<file path="src/hw/rtl/spimbs_pkg.sv">
package spimbs_pkg;

  // word widths
  localparam int unsigned DataBits  = 8;
  localparam int unsigned BitIdxW   = $clog2(DataBits);
  localparam int unsigned DivWidth  = 16;

  // stream payload widths, padded to whole bytes
  localparam int unsigned InWidth   = 16;
  localparam int unsigned OutWidth  = 16;

  // configuration port
  localparam int unsigned CfgIdxW   = 2;
  localparam int unsigned CfgDataW  = DivWidth;

  // reset value of the half period register
  localparam logic [DivWidth-1:0] HalfPeriodRst = DivWidth'(50);

  typedef enum logic [CfgIdxW-1:0] {
    RegEnable     = 2'd0,
    RegCpol       = 2'd1,
    RegCpha       = 2'd2,
    RegHalfPeriod = 2'd3
  } cfg_reg_e;

  // one result item as it is packed into m_axis_tdata
  typedef struct packed {
    logic [OutWidth-DataBits-6:0] pad;
    logic [DataBits-1:0]          rx_byte;
    logic                         rx_valid;
    logic                         busy_res;
    logic                         pins_driven;
    logic                         mosi;
    logic                         sck;
  } out_item_t;

endpackage

</file>
<file path="src/hw/rtl/spi_master_byte_shifter_top.sv">
// channel   | dir | handshake                | payload
// ----------+-----+--------------------------+-----------------------------------------
// s_axis    | in  | s_axis_tvalid/tready     | one clock tick: start_req, tx_byte, miso
// m_axis    | out | m_axis_tvalid/tready     | pin levels, busy, received byte
// cfg       | in  | cfg_we_i, no handshake   | enable, cpol, cpha, half_period_cycles
//
// one item in, one item out; the timing state advances once per accepted item
// the result of an item sits in the output register in the cycle after it is accepted
// a new item is taken every cycle while the output register is empty or being drained
// a stalled output holds its item and blocks input only for as long as it stalls
// reset clears all state: idle, sck and mosi low, registers at their defaults

module spi_master_byte_shifter_top (
  input  logic                              clk_i,
  input  logic                              rst_ni,
  // configuration writes
  input  logic                              cfg_we_i,
  input  logic [spimbs_pkg::CfgIdxW-1:0]    cfg_idx_i,
  input  logic [spimbs_pkg::CfgDataW-1:0]   cfg_wdata_i,
  // input items
  input  logic                              s_axis_tvalid,
  output logic                              s_axis_tready,
  // [0] start_req, [8:1] tx_byte, [9] miso, [15:10] zero
  input  logic [spimbs_pkg::InWidth-1:0]    s_axis_tdata,
  // result items
  output logic                              m_axis_tvalid,
  input  logic                              m_axis_tready,
  // [0] sck, [1] mosi, [2] pins_driven, [3] busy_res, [4] rx_valid,
  // [12:5] rx_byte, [15:13] zero
  output logic [spimbs_pkg::OutWidth-1:0]   m_axis_tdata
);

  import spimbs_pkg::*;

  // configuration registers
  logic                 enable_q, cpol_q, cpha_q;
  logic [DivWidth-1:0]  half_q;

  // transfer state
  logic                 busy_q, busy_d;
  logic                 sample_q, sample_d;
  logic [BitIdxW-1:0]   bit_q, bit_d;
  logic [DataBits-1:0]  tx_q, tx_d;
  logic [DataBits-1:0]  rx_q, rx_d;
  logic [DivWidth-1:0]  cnt_q, cnt_d;
  logic                 sck_q, sck_d;
  logic                 mosi_q, mosi_d;

  // output register
  logic                 out_vld_q;
  out_item_t            out_q, out_d;

  // unpacked input item
  logic                 start_req;
  logic [DataBits-1:0]  tx_byte;
  logic                 miso;

  logic                 in_acc;
  logic [DivWidth-1:0]  period;
  logic [DivWidth-1:0]  cnt_dec;
  logic [BitIdxW-1:0]   bit_dec;
  logic                 done;

  assign start_req = s_axis_tdata[0];
  assign tx_byte   = s_axis_tdata[DataBits:1];
  assign miso      = s_axis_tdata[DataBits+1];

  // output register frees up when its item is taken
  assign s_axis_tready = !out_vld_q || m_axis_tready;
  assign in_acc        = s_axis_tvalid && s_axis_tready;

  assign period  = (half_q == '0) ? DivWidth'(1) : half_q;
  assign cnt_dec = cnt_q - DivWidth'(1);
  assign bit_dec = bit_q - BitIdxW'(1);

  // ---------------------------------------------------------------------------
  // configuration
  // ---------------------------------------------------------------------------
  always_ff @(posedge clk_i or negedge rst_ni) begin
    if (!rst_ni) begin
      enable_q <= 1'b0;
      cpol_q   <= 1'b0;
      cpha_q   <= 1'b0;
      half_q   <= HalfPeriodRst;
    end else if (cfg_we_i) begin
      case (cfg_reg_e'(cfg_idx_i))
        RegEnable:     enable_q <= cfg_wdata_i[0];
        RegCpol:       cpol_q   <= cfg_wdata_i[0];
        RegCpha:       cpha_q   <= cfg_wdata_i[0];
        RegHalfPeriod: half_q   <= cfg_wdata_i;
        default: ;
      endcase
    end
  end

  // ---------------------------------------------------------------------------
  // one tick of the shifter
  // ---------------------------------------------------------------------------
  always_comb begin
    busy_d   = busy_q;
    sample_d = sample_q;
    bit_d    = bit_q;
    tx_d     = tx_q;
    rx_d     = rx_q;
    cnt_d    = cnt_q;
    sck_d    = sck_q;
    mosi_d   = mosi_q;
    done     = 1'b0;

    if (!enable_q) begin
      // disabled: abort and release pins
      busy_d   = 1'b0;
      sample_d = 1'b0;
      mosi_d   = 1'b0;
      sck_d    = cpol_q;
      cnt_d    = '0;
    end else if (busy_q) begin
      cnt_d = cnt_dec;
      if (cnt_dec == '0) begin
        if (!sample_q) begin
          // end of setup half: sampling edge
          sck_d    = ~sck_q;
          if (miso) begin
            rx_d[bit_q] = 1'b1;
          end
          sample_d = 1'b1;
          cnt_d    = period;
        end else begin
          // end of sample half: back to idle level in mode 0/2
          if (!cpha_q) begin
            sck_d = ~sck_q;
          end
          if (bit_q == '0) begin
            busy_d   = 1'b0;
            sample_d = 1'b0;
            done     = 1'b1;
            bit_d    = BitIdxW'(DataBits - 1);
          end else begin
            // setup half of the next bit
            bit_d    = bit_dec;
            sample_d = 1'b0;
            if (cpha_q) begin
              sck_d = ~sck_d;
            end
            mosi_d   = tx_q[bit_dec];
            cnt_d    = period;
          end
        end
      end
    end else if (start_req) begin
      // start: this tick is the first of the top bit's setup half
      busy_d   = 1'b1;
      tx_d     = tx_byte;
      rx_d     = '0;
      bit_d    = BitIdxW'(DataBits - 1);
      sample_d = 1'b0;
      sck_d    = cpha_q ? ~cpol_q : cpol_q;
      mosi_d   = tx_byte[DataBits-1];
      cnt_d    = period;
    end

    if (!busy_d && enable_q) begin
      sck_d = cpol_q;
    end

    out_d             = '0;
    out_d.sck         = enable_q && sck_d;
    out_d.mosi        = enable_q && mosi_d;
    out_d.pins_driven = enable_q;
    out_d.busy_res    = busy_d;
    out_d.rx_valid    = done;
    out_d.rx_byte     = done ? rx_q : '0;
  end

  always_ff @(posedge clk_i or negedge rst_ni) begin
    if (!rst_ni) begin
      busy_q   <= 1'b0;
      sample_q <= 1'b0;
      bit_q    <= BitIdxW'(DataBits - 1);
      tx_q     <= '0;
      rx_q     <= '0;
      cnt_q    <= '0;
      sck_q    <= 1'b0;
      mosi_q   <= 1'b0;
    end else if (in_acc) begin
      busy_q   <= busy_d;
      sample_q <= sample_d;
      bit_q    <= bit_d;
      tx_q     <= tx_d;
      rx_q     <= rx_d;
      cnt_q    <= cnt_d;
      sck_q    <= sck_d;
      mosi_q   <= mosi_d;
    end
  end

  // ---------------------------------------------------------------------------
  // output register
  // ---------------------------------------------------------------------------
  always_ff @(posedge clk_i or negedge rst_ni) begin
    if (!rst_ni) begin
      out_vld_q <= 1'b0;
    end else if (in_acc) begin
      out_vld_q <= 1'b1;
    end else if (m_axis_tready) begin
      out_vld_q <= 1'b0;
    end
  end

  always_ff @(posedge clk_i) begin
    if (in_acc) begin
      out_q <= out_d;
    end
  end

  assign m_axis_tvalid = out_vld_q;
  assign m_axis_tdata  = out_q;

`ifndef SYNTH
  // a running transfer always has ticks left in its current half
  a_cnt_live: assert property (@(posedge clk_i) disable iff (!rst_ni)
    busy_q |-> (cnt_q != '0))
    else $error("half counter empty during a transfer");

  // an accepted item always shows up in the output register
  a_out_fill: assert property (@(posedge clk_i) disable iff (!rst_ni)
    in_acc |=> out_vld_q)
    else $error("accepted item lost");

  // completion and busy never coincide
  a_done_idle: assert property (@(posedge clk_i) disable iff (!rst_ni)
    (out_vld_q && out_q.rx_valid) |-> !out_q.busy_res)
    else $error("rx_valid while still busy");

  // released pins read low and carry no transfer
  a_released: assert property (@(posedge clk_i) disable iff (!rst_ni)
    (out_vld_q && !out_q.pins_driven) |->
      (!out_q.sck && !out_q.mosi && !out_q.busy_res && !out_q.rx_valid))
    else $error("activity on released pins");
`endif

endmodule

</file>
<file path="config.mk">
export PLATFORM = sky130hd
export DESIGN_NAME = spi_master_byte_shifter_top
export DESIGN_NICKNAME = d
export VERILOG_FILES = /design/src/hw/rtl/spimbs_pkg.sv /design/src/hw/rtl/spi_master_byte_shifter_top.sv
export SDC_FILE = /design/constraint.sdc
export NUM_CORES = 1
export LEC_CHECK = 0
export ABC_CLOCK_PERIOD_IN_PS = 7000
export BUFFER_PORTS_ARGS = -buffer_cell sky130_fd_sc_hd__clkbuf_2
export CAP_MARGIN = 0
export CORE_UTILIZATION = 61
export CTS_CLUSTER_DIAMETER = 100
export DETAILED_ROUTE_END_ITERATION = 7
export GPL_ROUTABILITY_DRIVEN = 0
export PLACE_DENSITY = 0.85
export SKIP_CTS_REPAIR_TIMING = 1
export SYNTH_ARGS = -nofsm -noshare
export SYNTH_HDL_FRONTEND = slang
export SYNTH_SLANG_ARGS = --single-unit
export TNS_END_PERCENT = 50
</file>
<file path="constraint.sdc">
create_clock -name clk_i -period 7 [get_ports clk_i]
set_input_delay 1.05 -clock clk_i [delete_from_list [all_inputs] [get_ports clk_i]]
set_output_delay 1.05 -clock clk_i [all_outputs]
set_load 0.005 [all_outputs]
</file>
==> impl_metrics.tcl <==
set metrics [dict create \
    ys.flop_type "dfrtp_1" \
    drv_slew 0 \
    diodes 0 \
    cts_max_path_buffers 2 \
    cpMaxStageDelayCell "nand4_1" \
    yosys_warnings 0 \
    port_buffers 47 \
    cp_top_family "simple AND/OR/NAND/NOR gates" \
    critPathKind "input port to register" \
    cp-end-kind "register" \
    synthTopCellsByArea "dfrtp_1, edfxtp_1, mux2_2" \
    holdPathStages 2 \
    fin_hold_ws_ns 0.4762 \
    ys_seq_area_frac 0.4886 \
    synth_top_area_share 0.3457 \
    powerDensity_nw_per_um2 348.5 \
    relSlewSlack 0.2029 \
    initial_utilization 0.6404 \
    total_power_mw 1.513 \
    setup_violations 0 \
    cellLeakagePower_nw 1.850 \
    crit_path_max_fanout 23 \
    dp_hpwl_um 5564 \
    num-fill-cells 424 \
    required_ns 7.22 \
    gr-total-overflow 0 \
    fin_nets 454 \
    die_x_um 81.30 \
    hold_path.class "register to register" \
    synth_top_family_by_area "simple AND/OR/NAND/NOR gates" \
    worst-path-stages 8 \
    tns_ns 0 \
    syn2layout_area_growth_pct 13.14 \
    fmax_ghz 0.2870 \
    die-area_sq_um 6610 \
    pin_count 57 \
    skew_ns 0.009224 \
    arrival_ns 3.71 \
    clock_latency_ns 0.35 \
    synth_edf_count 13 \
    clock_sinks 72 \
    synth.area.mux_share 0.1425 \
    synthesis.area_sq_um 3836 \
    synth_cell_types 57 \
    synth-compound-area-share 0.1063 \
    syn_inst 367 \
    ys_ff_latch 72 \
    fp.coreArea_sq_um 5991 \
    drv_cap 0 \
    vias_per_cell 6.316 \
    antenna_found_initial 0 \
    critical_path.startpoint_type "input port" \
    drtIter0Drc 386 \
    grt_first_pass_wirelength_um 13230 \
    wire_per_inst_um 16.57 \
    finalCriticalPeriod_ns 3.484 \
    synthXorXnorAreaFrac 0.01370 \
    fin_cells 491 \
    grt_max_degree 60 \
    ctsRootBufferMaster "clkbuf_8" \
    cts.htree.levels 3 \
    avgSynthCellArea_sq_um 10.45 \
    dp_cells 475 \
    drt_pass1_iterations 5 \
    crit_top_cell "nand2_1" \
    grt_pass1_vias 2791 \
    vias 3101 \
    numCtsBuffers 9 \
    fp-row-count 28 \
    synth-adder-area-share 0.01305 \
    drtAntennaViolNets 0 \
    grt_usage 0.2688 \
    fin_crit_sh 0.4977 \
    cts_tree "built" \
    drive_gt1_frac 0.2692 \
    yosys.area.top_type "dfrtp_1" \
    ir_drop_mv 0.2051 \
    worst_pin_slew_ns 1.188 \
    drc 0 \
    cp_slowest_stage_delay_ns 0.89 \
    rsz0062_at_grt "false" \
    rr_worst_depth 10 \
    synthSimpleGateAreaFrac 0.1928 \
    cts.clk_slew.worst_paths_ns 0.08 \
    routed_wl_um 8136 \
    chipHeight_um 81.30 \
    crit_buf_inv 2 \
    async_reset_ff_frac 0.8194 \
    hold_viol_final 0 \
    critical_path.cell_chain "clkbuf_2 -> nand2b_1 -> nand2_1 -> inv_1 -> nand4_1 -> and3_1 -> nand2_1 -> o21ai_0" \
    outcome "finished clean" \
]
through the flow:
step | utilization | setup WS [ns] | cell area [sq um]
finish | 0.7245 | 3.516 | 4340
global route | 0.7245 | 3.202 | 4340
CTS | 0.7245 | 3.506 | 4340
detailed placement | 0.6840 | 3.183 | 4098
global placement | 0.6840 | 3.305 | 4098
floorplan | - | 4.083 | 3844
cell families after synthesis:
family                     after synthesis
AOI/OAI and AO/OA                       62
DFF                                     72
other                                    1
and+or+nand+nor                        137
xor gates and xnor gates                 6
buffers and inverters                   37
muxes                                   48
adders and majority gates                4
tightest hold or removal path, stage by stage (launching register included):
cell and delay [ns]:
dfrtp_1 0.35, nand2_1 0.04, o21ai_0 0.05
cell type report:
cell class,count,area [sq um],area share
Clock buffer,9,123.9,0.02854
Clock inverter,7,118.9,0.02739
Inverter,19,71.32,0.01643
Multi-Input combinational cell,260,1808,0.4165
Sequential cell,72,1874,0.4318
Tap cell,75,93.84,0.02162
Timing Repair Buffer,49,250.2,0.05765
path summary, 6_finish.rpt:
check	from	end	slack (ns)
worst max-delay path	m_axis_tready	rx_q[0]$_DFFE_PN0P_	3.52
worst min-delay path	rx_q[6]$_DFFE_PN0P_	rx_q[6]$_DFFE_PN0P_	0.48
worst max register to register	cnt_q[0]$_DFFE_PN0P_	cnt_q[0]$_DFFE_PN0P_	3.54
worst min register to register	rx_q[6]$_DFFE_PN0P_	rx_q[6]$_DFFE_PN0P_	0.48
max in group asynchronous	rst_ni	cnt_q[1]$_DFFE_PN0P_	5.68
min in group asynchronous	rst_ni	half_q[11]$_DFFE_PN0P_	0.83
state kept, by name (all words and copies together), names as in the netlist:
signal         count
cpol_q             1
cpha_q             1
sck_q              1
m_axis_tdata      13
half_q            16
tx_q               8
enable_q           1
cnt_q             16
m_axis_tvalid      1
sample_q           1
bit_q              3
rx_q               8
busy_q             1
mosi_q             1
placed cells by master, fill, tap and decap left out, types with 6 or more instances in the layout:
cell / n
dfrtp_1: 53
o21ai_0: 13
clkbuf_2: 47
nand2b_1: 6
inv_1: 19
a21oi_1: 8
edfxtp_1: 13
dfstp_2: 6
clkbuf_8: 9
and2_1: 10
nor4_1: 9
nand4_1: 11
o22ai_1: 10
a31oi_1: 12
mux2i_1: 13
mux2_2: 32
nor2_1: 21
nor3_1: 10
nand2_1: 39
power breakdown:
part	leakage [nW]	internal (mW)	switching (mW)	total, mW
Sequential	0.865	0.518	0.0982	0.616
Clock	0.117	0.237	0.163	0.401
Combinational	0.867	0.216	0.280	0.496
Total	1.85	0.972	0.541	1.51
cells in the mapped netlist (2+ instances only):
master     count
a31oi_1       12
nor4_2         2
and2_1        10
nor3_1        10
ha_1           4
inv_1         19
or3_1          4
nor2_1        21
mux2_2        32
o22ai_1       10
a211oi_1       2
o221ai_1       2
or2_0          2
nor2b_1        2
xnor2_1        5
nand2b_1       6
dfstp_2        6
buf_4          3
nand2_1       39
nand4_1       11
nand3_1        5
mux2i_1       13
or4_1          4
buf_2          3
a21oi_1        8
o21ai_1        3
and3_1         3
clkbuf_1      10
o21ai_0       13
edfxtp_1      13
dfrtp_1       53
a32o_1         2
mux4_2         2
nor4_1         9
o2111ai_1      2
routing by layer:
metal	track usage	up-vias	routed length, um
met2	0.4033	162	3752
met5	0	-	0
met1	0.3831	1481	3655
met4	0.1143	0	159
li1	-	1441	-
met3	0.04719	17	569
Note: power is estimated with default switching activity, not from simulation.
